`src/sv/lfu_pkg.sv`:
```
// Shared constants and types for the LFU victim selector.
`timescale 1ns / 1ps

package lfu_pkg;

  localparam int NUM_LINES  = 64;
  localparam int COUNT_BITS = 16;

  localparam int IDX_W   = $clog2(NUM_LINES);
  localparam int RANGE_W = IDX_W + 1;
  localparam int FIELD_W = 6;
  localparam int REG_W   = 7;
  localparam int MODE_W  = 2;
  localparam int CFG_IDX_W = 2;

  localparam logic [COUNT_BITS-1:0] CNT_MAX = '1;

  localparam logic [CFG_IDX_W-1:0] CFG_ASSOC_MODE   = 2'd0;
  localparam logic [CFG_IDX_W-1:0] CFG_LINES_IN_USE = 2'd1;
  localparam logic [CFG_IDX_W-1:0] CFG_WAYS_PER_SET = 2'd2;

  localparam logic [MODE_W-1:0] MODE_FULL = 2'd1;
  localparam logic [MODE_W-1:0] MODE_SET  = 2'd2;

  localparam logic FUNC_TOUCH  = 1'b0;
  localparam logic FUNC_VICTIM = 1'b1;

  typedef enum logic [3:0] {
    ST_IDLE  = 4'b0001,
    ST_TOUCH = 4'b0010,
    ST_SCAN  = 4'b0100,
    ST_DRAIN = 4'b1000
  } state_e;

endpackage

```
`src/sv/lfu_victim_selector.sv`:
```
// LFU replacement: per-line use counters and a serial least-count victim scan.
//
// Channel  Dir  Signals                                         Handshake
// cfg      in   cfg_we_i, cfg_idx_i, cfg_wdata_i                write when cfg_we_i
// cmd      in   start, func_i, line_index_i, set_index_i        start && !busy
// result   out  result_valid_o, victim_line_o                   one-cycle strobe
//
// A touch is a counter read, then a write back of count + 1, saturating at CNT_MAX.
// A victim request scans N lines (up to NUM_LINES), one counter read per cycle
// from the single RAM read port; the word is on the outputs in the first cycle
// with busy low. Reset zeroes all counters through valid bits.
// Results cannot be stalled; busy is high while an item is in work.
`timescale 1ns / 1ps

module lfu_victim_selector (
  input  logic                          clk_i,
  input  logic                          rst_ni,
  input  logic                          cfg_we_i,
  input  logic [lfu_pkg::CFG_IDX_W-1:0] cfg_idx_i,
  input  logic [lfu_pkg::REG_W-1:0]     cfg_wdata_i,
  input  logic                          start,
  output logic                          busy,
  input  logic                          func_i,
  input  logic [lfu_pkg::FIELD_W-1:0]   line_index_i,
  input  logic [lfu_pkg::FIELD_W-1:0]   set_index_i,
  output logic                          result_valid_o,
  output logic [lfu_pkg::FIELD_W-1:0]   victim_line_o
);

  localparam int IdxW   = lfu_pkg::IDX_W;
  localparam int RangeW = lfu_pkg::RANGE_W;
  localparam int CntW   = lfu_pkg::COUNT_BITS;
  localparam int LoW    = lfu_pkg::FIELD_W + lfu_pkg::REG_W;

  lfu_pkg::state_e state_q, state_d;

  logic [lfu_pkg::MODE_W-1:0] assoc_mode_q;
  logic [lfu_pkg::REG_W-1:0]  lines_in_use_q, ways_per_set_q;

  logic [lfu_pkg::NUM_LINES-1:0] valid_q, valid_d;
  logic [IdxW-1:0]   line_q, line_d;
  logic [RangeW-1:0] k_q, k_d, hi_q, hi_d;
  logic              cmp_pend_q, cmp_pend_d;
  logic [IdxW-1:0]   cmp_idx_q, cmp_idx_d;
  logic [CntW-1:0]   best_v_q, best_v_d;
  logic [IdxW-1:0]   best_idx_q, best_idx_d;
  logic              res_vld_q, res_vld_d;
  logic [IdxW-1:0]   res_idx_q, res_idx_d;

  logic            ram_we;
  logic [IdxW-1:0] ram_waddr, ram_raddr;
  logic [CntW-1:0] ram_wdata, ram_rdata;

  logic                      accept;
  logic [lfu_pkg::REG_W-1:0] ways_eff;
  logic [LoW-1:0]            lo_full;
  logic [LoW:0]              hi_sum;
  logic [RangeW-1:0]         hi_full, hi_set;
  logic [CntW-1:0]           touch_cnt, scan_cnt;

  lfu_ram #(
    .Width(CntW),
    .Depth(lfu_pkg::NUM_LINES)
  ) u_counts (
    .clk_i  (clk_i),
    .we_i   (ram_we),
    .waddr_i(ram_waddr),
    .wdata_i(ram_wdata),
    .raddr_i(ram_raddr),
    .rdata_o(ram_rdata)
  );

  assign busy           = (state_q != lfu_pkg::ST_IDLE);
  assign accept         = start && !busy;
  assign result_valid_o = res_vld_q;
  assign victim_line_o  = lfu_pkg::FIELD_W'(res_idx_q);

  // range of the scan
  assign ways_eff = (ways_per_set_q == '0) ? lfu_pkg::REG_W'(1) : ways_per_set_q;
  assign lo_full  = LoW'(set_index_i) * LoW'(ways_eff);
  assign hi_sum   = (LoW + 1)'(lo_full) + (LoW + 1)'(ways_eff);
  assign hi_set   = (hi_sum > (LoW + 1)'(lfu_pkg::NUM_LINES)) ?
                    RangeW'(lfu_pkg::NUM_LINES) : RangeW'(hi_sum);
  always_comb begin
    if (lines_in_use_q == '0) begin
      hi_full = RangeW'(1);
    end else if ((RangeW + lfu_pkg::REG_W)'(lines_in_use_q) >
                 (RangeW + lfu_pkg::REG_W)'(lfu_pkg::NUM_LINES)) begin
      hi_full = RangeW'(lfu_pkg::NUM_LINES);
    end else begin
      hi_full = RangeW'(lines_in_use_q);
    end
  end

  assign touch_cnt = valid_q[line_q] ? ram_rdata : '0;
  assign scan_cnt  = valid_q[cmp_idx_q] ? ram_rdata : '0;

  always_comb begin
    state_d    = state_q;
    valid_d    = valid_q;
    line_d     = line_q;
    k_d        = k_q;
    hi_d       = hi_q;
    cmp_pend_d = 1'b0;
    cmp_idx_d  = cmp_idx_q;
    best_v_d   = best_v_q;
    best_idx_d = best_idx_q;
    res_vld_d  = 1'b0;
    res_idx_d  = res_idx_q;
    ram_we     = 1'b0;
    ram_waddr  = line_q;
    ram_wdata  = touch_cnt + CntW'(1);
    ram_raddr  = k_q[IdxW-1:0];

    // compare stage, one word behind the read
    if (cmp_pend_q && (scan_cnt <= best_v_q)) begin
      best_v_d   = scan_cnt;
      best_idx_d = cmp_idx_q;
    end

    unique case (state_q)
      lfu_pkg::ST_IDLE: begin
        ram_raddr = IdxW'(line_index_i);
        if (accept && (assoc_mode_q == lfu_pkg::MODE_FULL ||
                       assoc_mode_q == lfu_pkg::MODE_SET)) begin
          if (func_i == lfu_pkg::FUNC_TOUCH) begin
            line_d  = IdxW'(line_index_i);
            state_d = lfu_pkg::ST_TOUCH;
          end else begin
            best_v_d = lfu_pkg::CNT_MAX;
            if (assoc_mode_q == lfu_pkg::MODE_FULL) begin
              k_d     = '0;
              hi_d    = hi_full;
              state_d = lfu_pkg::ST_SCAN;
            end else if (lo_full < LoW'(lfu_pkg::NUM_LINES)) begin
              k_d     = RangeW'(lo_full);
              hi_d    = hi_set;
              state_d = lfu_pkg::ST_SCAN;
            end
          end
        end
      end
      lfu_pkg::ST_TOUCH: begin
        if (touch_cnt != lfu_pkg::CNT_MAX) begin
          ram_we = 1'b1;
        end
        valid_d[line_q] = 1'b1;
        state_d         = lfu_pkg::ST_IDLE;
      end
      lfu_pkg::ST_SCAN: begin
        cmp_pend_d = 1'b1;
        cmp_idx_d  = k_q[IdxW-1:0];
        k_d        = k_q + RangeW'(1);
        if (k_d == hi_q) begin
          state_d = lfu_pkg::ST_DRAIN;
        end
      end
      lfu_pkg::ST_DRAIN: begin
        res_vld_d = 1'b1;
        res_idx_d = best_idx_d;
        state_d   = lfu_pkg::ST_IDLE;
      end
      default: begin
        state_d = lfu_pkg::ST_IDLE;
      end
    endcase
  end

  always_ff @(posedge clk_i or negedge rst_ni) begin
    if (!rst_ni) begin
      state_q        <= lfu_pkg::ST_IDLE;
      valid_q        <= '0;
      cmp_pend_q     <= 1'b0;
      res_vld_q      <= 1'b0;
      assoc_mode_q   <= '0;
      lines_in_use_q <= lfu_pkg::REG_W'(64);
      ways_per_set_q <= lfu_pkg::REG_W'(4);
    end else begin
      state_q    <= state_d;
      valid_q    <= valid_d;
      cmp_pend_q <= cmp_pend_d;
      res_vld_q  <= res_vld_d;
      if (cfg_we_i) begin
        unique case (cfg_idx_i)
          lfu_pkg::CFG_ASSOC_MODE:   assoc_mode_q   <= cfg_wdata_i[lfu_pkg::MODE_W-1:0];
          lfu_pkg::CFG_LINES_IN_USE: lines_in_use_q <= cfg_wdata_i;
          lfu_pkg::CFG_WAYS_PER_SET: ways_per_set_q <= cfg_wdata_i;
          default: ;
        endcase
      end
    end
  end

  always_ff @(posedge clk_i) begin
    line_q     <= line_d;
    k_q        <= k_d;
    hi_q       <= hi_d;
    cmp_idx_q  <= cmp_idx_d;
    best_v_q   <= best_v_d;
    best_idx_q <= best_idx_d;
    res_idx_q  <= res_idx_d;
  end

endmodule

```
`src/sv/lfu_ram.sv`:
```
// Generic single-write, single-read RAM with registered read data.
`timescale 1ns / 1ps

module lfu_ram #(
  parameter int Width = 16,
  parameter int Depth = 64
) (
  input  logic                     clk_i,
  input  logic                     we_i,
  input  logic [$clog2(Depth)-1:0] waddr_i,
  input  logic [Width-1:0]         wdata_i,
  input  logic [$clog2(Depth)-1:0] raddr_i,
  output logic [Width-1:0]         rdata_o
);

  logic [Width-1:0] mem_q [Depth];

  always_ff @(posedge clk_i) begin
    if (we_i) begin
      mem_q[waddr_i] <= wdata_i;
    end
    rdata_o <= mem_q[raddr_i];
  end

endmodule
```
`config.mk`:
```
export PLATFORM = sky130hd
export DESIGN_NAME = lfu_victim_selector
export DESIGN_NICKNAME = d
export VERILOG_FILES = /design/src/sv/lfu_pkg.sv /design/src/sv/lfu_victim_selector.sv /design/src/sv/lfu_ram.sv
export SDC_FILE = /design/constraint.sdc
export NUM_CORES = 2
export LEC_CHECK = 0
export BUFFER_PORTS_ARGS = -buffer_cell sky130_fd_sc_hd__buf_2
export CORE_AREA = 5 5 381 383
export DETAILED_ROUTE_END_ITERATION = 7
export DIE_AREA = 0 0 386 388
export PLACE_DENSITY = 0.56
export SLEW_MARGIN = 20
export SYNTH_ARGS = -nofsm -noshare
export SYNTH_HDL_FRONTEND = slang
export SYNTH_SLANG_ARGS = --single-unit
```
`constraint.sdc`:
```
create_clock -name clk_i -period 5.95 [get_ports clk_i]
set_input_delay 1.19 -clock clk_i [delete_from_list [all_inputs] [get_ports clk_i]]
set_output_delay 1.19 -clock clk_i [all_outputs]
set_load 0.005 [all_outputs]
```
Word-level counts from Yosys, hierarchy flattened. Memories as Yosys holds them, arrays and structs flattened. A register that Yosys moved wholly into a read port is not among the register bits. Cells that the tools add are included.

Register bits after elaboration: 140. Bits in writable memories: 1024. Input port bits: 26. Word-level logic and storage cells: 99. Memories kept: 1.

Add/sub/neg operators: 3. $mul: 1. $lt $le $gt $ge: 7. Equal/unequal tests: 16. Mux-type cells: 37. Bitwise logic cells: 2. Reduce and logical (&&, ||, !) cells: 18.

Memories: u_counts.mem_q (depth 64, bits a word 16, read ports 1, clocked after Yosys merged registers in 1, write ports 1, RTL line lfu_ram.sv:16) `logic [Width-1:0] mem_q [Depth];`.

Operator list (number): two-way mux 16 bit (6); two-way mux 7 bit (10); bitwise OR 64 bit (1); two-way mux 4 bit (5); adder 16 x 1 -> 16 bit, second input constant (1); less-or-equal comparator 16 bit (1); inequality test 16 bit, second input constant (1); adder 13 x 7 -> 14 bit (1); greater-than comparator 14 x 7 -> 1 bit, second input constant (1); zero test 7 bit (2); < comparator 6 x 7 -> 1 bit, second input constant (2); one-hot mux 7 bit (2 select lines) (1); < comparator 13 x 7 -> 1 bit, second input constant (1); multiplier 6 x 7 -> 13 bit (1); binary-select mux 1 bit (select 6 bit) (2); two-way mux 6 bit (2); two-way mux 1 bit (9); one-hot mux 4 bit (2 select lines) (1); AND reduction 4 bit (2); adder 7 x 1 -> 7 bit, second input constant (1); == test 7 bit (1); greater-than comparator 7 bit, second input constant (1); demux 1 bit (select 6 bit) (1); >= comparator 6 x 1 -> 1 bit, second input constant (1); 18 further kinds (29).

Longest topological paths before layout.
Depth in word-level cells: 9. Depth in mapped cells: 22. Depth with buffers taken out: 20.

Hierarchy. From an unflattened synthesis, not the netlist that was laid out.

Cell total of the unflattened synthesis: 2697. Area total of the unflattened synthesis: 49127.1 sq um.

By module, submodules not included: lfu_ram (instances 1, cells each 1829, area each 40042.2 sq um, sequential area each 31069.8 sq um); lfu_victim_selector (instances 1, cells each 868, area each 9085.0 sq um, sequential area each 3557.2 sq um).

Worst setup path before layout. Ideal clock, no wire load.

Path kind: flip-flop to flip-flop. Start point: reg line_q[0]. End point: mem u_counts.mem_q[0][2] (data pin). Setup time: 0.567 ns. Arrival time: 5.138 ns. Setup slack: 0.245 ns. Stages on the path, launching flop included: 11. Buffers on the path: 1. Period minus slack after synthesis: 5.705 ns. Path through: edfxtp_1 > buf_6 > mux4_2 > mux4_2 > mux2i_1 > nor2_1 > a21oi_4 > nand2b_1 > inv_1 > ha_1 > xnor2_1.

Cells in the longest elaborated chain, start to end: 4.

RTL lines: start: declaration (RTL line lfu_victim_selector.sv:41) `logic [IdxW-1:0] line_q, line_d;`; start signal: assignment (RTL line lfu_victim_selector.sv:195) `line_q <= line_d;`; binary-select mux 1 bit (select 6 bit) (RTL line lfu_victim_selector.sv:95) `assign touch_cnt = valid_q[line_q] ? ram_rdata : '0;`; two-way mux 1 bit (implied by the code) (RTL line lfu_victim_selector.sv:95); two-way mux 16 bit (RTL line lfu_victim_selector.sv:95); adder 16 x 1 -> 16 bit (RTL line lfu_victim_selector.sv:112) `ram_wdata = touch_cnt + CntW'(1);`; named net ram_wdata[2] (RTL line lfu_victim_selector.sv:52) `logic [CntW-1:0] ram_wdata, ram_rdata;`; end: declaration (RTL line lfu_ram.sv:16).

The timed path passes the listed nets, and every way through them passes these cells. The select of a mux whose other input is x is not followed.

Worst setup path in the final report.
Start point: reg ways_per_set_q[3] (netlist bit). End point: reg hi_q[6] (data pin).

Cells in the longest elaborated chain, start to end: 8.

RTL lines: start: declaration (RTL line lfu_victim_selector.sv:38) `logic [lfu_pkg::REG_W-1:0] lines_in_use_q, ways_per_set_q;`; start signal: assignment (RTL line lfu_victim_selector.sv:177) `ways_per_set_q <= lfu_pkg::REG_W'(4);`; start signal: assignment (RTL line lfu_victim_selector.sv:187) `lfu_pkg::CFG_WAYS_PER_SET: ways_per_set_q <= cfg_wdata_i;`; zero test 7 bit (RTL line lfu_victim_selector.sv:79) `assign ways_eff = (ways_per_set_q == '0) ? lfu_pkg::REG_W'(1) : ways_per_set_q;`; two-way mux 7 bit * (RTL line lfu_victim_selector.sv:79); multiplier 6 x 7 -> 13 bit (RTL line lfu_victim_selector.sv:80) `assign lo_full = LoW'(set_index_i) * LoW'(ways_eff);`; adder 13 x 7 -> 14 bit * (RTL line lfu_victim_selector.sv:81) `assign hi_sum = (LoW + 1)'(lo_full) + (LoW + 1)'(ways_eff);`; greater-than comparator 14 x 7 -> 1 bit (RTL line lfu_victim_selector.sv:82) `assign hi_set = (hi_sum > (LoW + 1)'(lfu_pkg::NUM_LINES)) ?`; two-way mux 7 bit * (RTL line lfu_victim_selector.sv:82); two-way mux 7 bit * (RTL line lfu_victim_selector.sv:135) `end else if (lo_full < LoW'(lfu_pkg::NUM_LINES)) begin`; two-way mux 7 bit * (RTL line lfu_victim_selector.sv:131) `if (assoc_mode_q == lfu_pkg::MODE_FULL) begin`; end signal: assignment (RTL line lfu_victim_selector.sv:197) `hi_q <= hi_d;`; end: declaration (RTL line lfu_victim_selector.sv:42) `logic [RangeW-1:0] k_q, k_d, hi_q, hi_d;`.

Every way passes the cells marked *; elsewhere a longest branch is shown, timed or not. The select of a mux whose other input is x is not followed. A chain may end at the register's enable or synchronous reset.

==> results_dict.tcl <==
set metrics [dict create \
    grt_max_degree 105 \
    slew-limit-headroom 0.258 \
    busiest_layer "met2" \
    clk_pin_slew_worst_paths_ns 0.06 \
    ys_async_sr_fraction 0.0729 \
    clkPwrFrac 0.330 \
    nets 3872 \
    cap_violations 0 \
    synth_fp_nets 3784 \
    synth_compound_area_frac 0.0569 \
    cp_top_family "adder cells" \
    net-switching-power_uw 7180 \
    hold_viol 0 \
    synthMuxAreaShare 0.0490 \
    rsz0062_at_grt "no" \
    period_needed_ns 5.46 \
    status "finished, final reports clean" \
    grt_overflow_total 0 \
    drtAntennaViolNets 0 \
    synthSimpleGateAreaFrac 0.138 \
    crit_buf_inv 2 \
    sw_frac_of_total 0.323 \
    fp.dieH_um 388 \
    hold_path.class "input port to asynchronous set/reset pin" \
    clk-insertion-delay-late_ns 0.74 \
    area_delta_synth_final_pct 14.3 \
    synth_top_family_by_area "simple AND/OR/NAND/NOR gates" \
    antenna_found_initial 5 \
    dieArea_um2 150000 \
    irDropWorstVdd_mv 0.316 \
    cts-root-buf "clkbuf_16" \
    vias_per_cell 5.32 \
    r2r_cells 19 \
    maxSlewViolCount 0 \
    tns_ns 0 \
    grtUsageTotal 0.180 \
    use_met2 0.286 \
    crit_chain "or4_1 -> nor3_1 -> or2_2 -> nand2_1 -> fa_1 -> inv_1 -> fa_1 -> fa_1 -> ha_1 -> nor2b_1 -> nor2_1 -> xnor2_1 -> ha_1 -> o21ai_0 -> a31oi_1 -> mux2_2 -> nor4_1 -> buf_4 -> nor2_1" \
    skew_ns 0.0518 \
    power_frac_comb 0.251 \
    yosysWarnings 0 \
    htreeDepth 3 \
    syn_avg_cell_area_um2 13.3 \
    pwr-share-seq 0.419 \
    num_vias 30696 \
    fmax_ghz 0.183 \
    synth_edf_count 1056 \
    post-route-period-util 0.918 \
    numPortBuffers 33 \
    routedWlPerCell_um 23.6 \
    max_stage_delay_ns 0.50 \
    synth-main-ff-cell "edfxtp_1" \
    drive_gt1_frac 0.130 \
    synth_xor_area_frac 0.00624 \
    start_kind "flip-flop" \
    path_max_fanout 9 \
    synth_cells 3690 \
    clk_path_buf_depth 3 \
    start_util 0.348 \
    setup_viol 0 \
    cp-end-kind "flip-flop" \
    post-route-util 0.398 \
    numCtsBuffers 121 \
    cts_hold_buf 0 \
    worstMarginPinSlew_ns 1.09 \
    ff2ff_setup_slack_ns 0.49 \
    timing.rr.end "hi_q[6]" \
    ys_types 68 \
    cts_tree "built" \
    synth_fa_ha_area_frac 0.0207 \
    first_pass_iters 7 \
    grt_pass1_vias 29642 \
    met3_usage 0.0276 \
    synth-seq-cells 1180 \
    r2r-start "ways_per_set_q[3]" \
    yosysSeqAreaShare 0.704 \
    worst_path_max_delay_cell "dfrtp_1" \
    p_leak_uw 0.0194 \
    wl_um 136000 \
    fp-row-count 138 \
    power.density_nw_per_um2 396 \
    cpMostUsedCell "fa_1" \
    post-route-drc-count 0 \
    die_w_um 386 \
    holdWs_ns 0.303 \
    syn_area_um2 49200 \
    cts_resized 0 \
    globalplace.congestion 0.859 \
    arrival_ns 5.94 \
    drt_iter0_markers 3413 \
    fp.coreArea_um2 141000 \
    p_int_uw 15100 \
    io_pins 34 \
    grt_pass1_wl_um 202000 \
    use_met1 0.254 \
    layout_common_cells "edfxtp_1 (1056), nand2_1 (876), nand3_1 (384)" \
    cts_sinks 1180 \
    hpwl_um 82800 \
    cts_setup_buffers 0 \
    critPathKind "flip-flop to flip-flop" \
    cp_data_required_time_ns 6.42 \
    final_common_cell "edfxtp_1" \
]
-- synthesized netlist by cell type, drive strengths merged (6+ instances only) --
cell,number,share of area
nand3,385,0.039
fa,22,0.0090
xor2,22,0.0039
ha,46,0.012
o21a,9,0.0014
mux2i,55,0.011
o21bai,48,0.0073
dfxtp,38,0.015
o22ai,10,0.0013
a21o,19,0.0029
nor2b,11,0.0014
and3,30,0.0038
a32oi,48,0.0086
mux2,27,0.0062
clkbuf,129,0.0099
a22oi,8,0.0012
nor3,16,0.0016
a32o,16,0.0033
buf,95,0.0095
o21ai,37,0.0038
edfxtp,1056,0.65
and2,36,0.0046
o211ai,7,0.0011
a21oi,55,0.0058
a221oi,7,0.0012
mux4,69,0.032
nand2b,11,0.0014
dfrtp,83,0.042
xnor2,13,0.0023
a31oi,97,0.012
inv,71,0.0054
nand2,878,0.067
nand4,23,0.0029
nor2,140,0.011
o221ai,9,0.0016
a211oi,6,0.00092
-- area by class of cell --
class / count / area, um2
timing repair buffer: 189 / 1510
clock inverter: 72 / 556
tap: 1890 / 2360
multi-input combinational: 2215 / 13600
fill: 13133 / 84900
antenna: 2 / 5.00
sequential: 1180 / 34600
clock buffer: 152 / 3280
inverter: 71 / 267
-- power by group through the flow --
stage	Combinational, uW	Sequential (uW)	Clock (uW)
floorplan	3470	9410	0
global placement	5510	9490	0
detailed placement	5550	9490	0
CTS	5570	9320	7470
global route	6040	9330	7840
finish	5580	9320	7350
-- state kept, by name, summed over array words and instances (netlist names) --
| signal | cells |
|---|---|
| k_q | 7 |
| best_v_q | 16 |
| state_q | 4 |
| line_q | 6 |
| valid_q | 64 |
| cmp_idx_q | 6 |
| best_idx_q | 6 |
| cmp_pend_q | 1 |
| victim_line_o | 6 |
| lines_in_use_q | 7 |
| result_valid_o | 1 |
| ways_per_set_q | 7 |
| u_counts.mem_q | 1024 |
| u_counts.rdata_o | 16 |
| assoc_mode_q | 2 |
| hi_q | 7 |
-- worst register-to-register path: stages, from the launching register on --
cell,delay (ns)
dfrtp_1,0.50
or4_1,0.51
nor3_1,0.21
or2_2,0.22
nand2_1,0.08
fa_1,0.49
inv_1,0.05
fa_1,0.49
fa_1,0.42
ha_1,0.34
nor2b_1,0.15
nor2_1,0.11
xnor2_1,0.12
ha_1,0.36
o21ai_0,0.10
a31oi_1,0.18
mux2_2,0.37
nor4_1,0.29
buf_4,0.18
nor2_1,0.04
-- worst max path at each step --
stage                           start  depth (start not counted)                   end  slack [ns]
floorplan                   line_q[0]                         10  u_counts.mem_q[0][2]        0.25
global placement       set_index_i[0]                         16                k_q[3]        0.40
detailed placement     set_index_i[0]                         16               hi_q[6]        0.36
CTS                 ways_per_set_q[3]                         19               hi_q[6]        0.46
global route        ways_per_set_q[3]                         19               hi_q[6]        0.16
finish              ways_per_set_q[3]                         19               hi_q[6]        0.49
-- per-stage QoR --
step                      cells  instance area [um2]  setup slack [ns]  total power (uW)
after floorplan            3690                49200             0.245             12900
after global placement     5545                52300             0.401             15000
after detailed placement   5545                52300             0.363             15000
after CTS                  5769                56200             0.457             22400
after global routing       5769                56200             0.157             23200
final                      5771                56200             0.486             22200
-- per-layer routing --
metal / vias to the layer above / part of all wire
met5: - / 0.00018
met4: 4 / 0.031
met3: 201 / 0.070
met2: 1137 / 0.47
met1: 15572 / 0.43
li1: 13782 / -
-- kinds of logic (layout without fill, tap and decap cells) --
group                      count (synthesis)  in the layout
AOI/OAI and AO/OA                        399            399
xor gates and xnor gates                  35             35
adders and majority gates                 68             68
buffers and inverters                    295            484
DFF                                     1180           1180
muxes                                    151            151
other                                      0              2
and+or+nand+nor                         1562           1562
No activity file was read; power rests on OpenSTA's default activity.
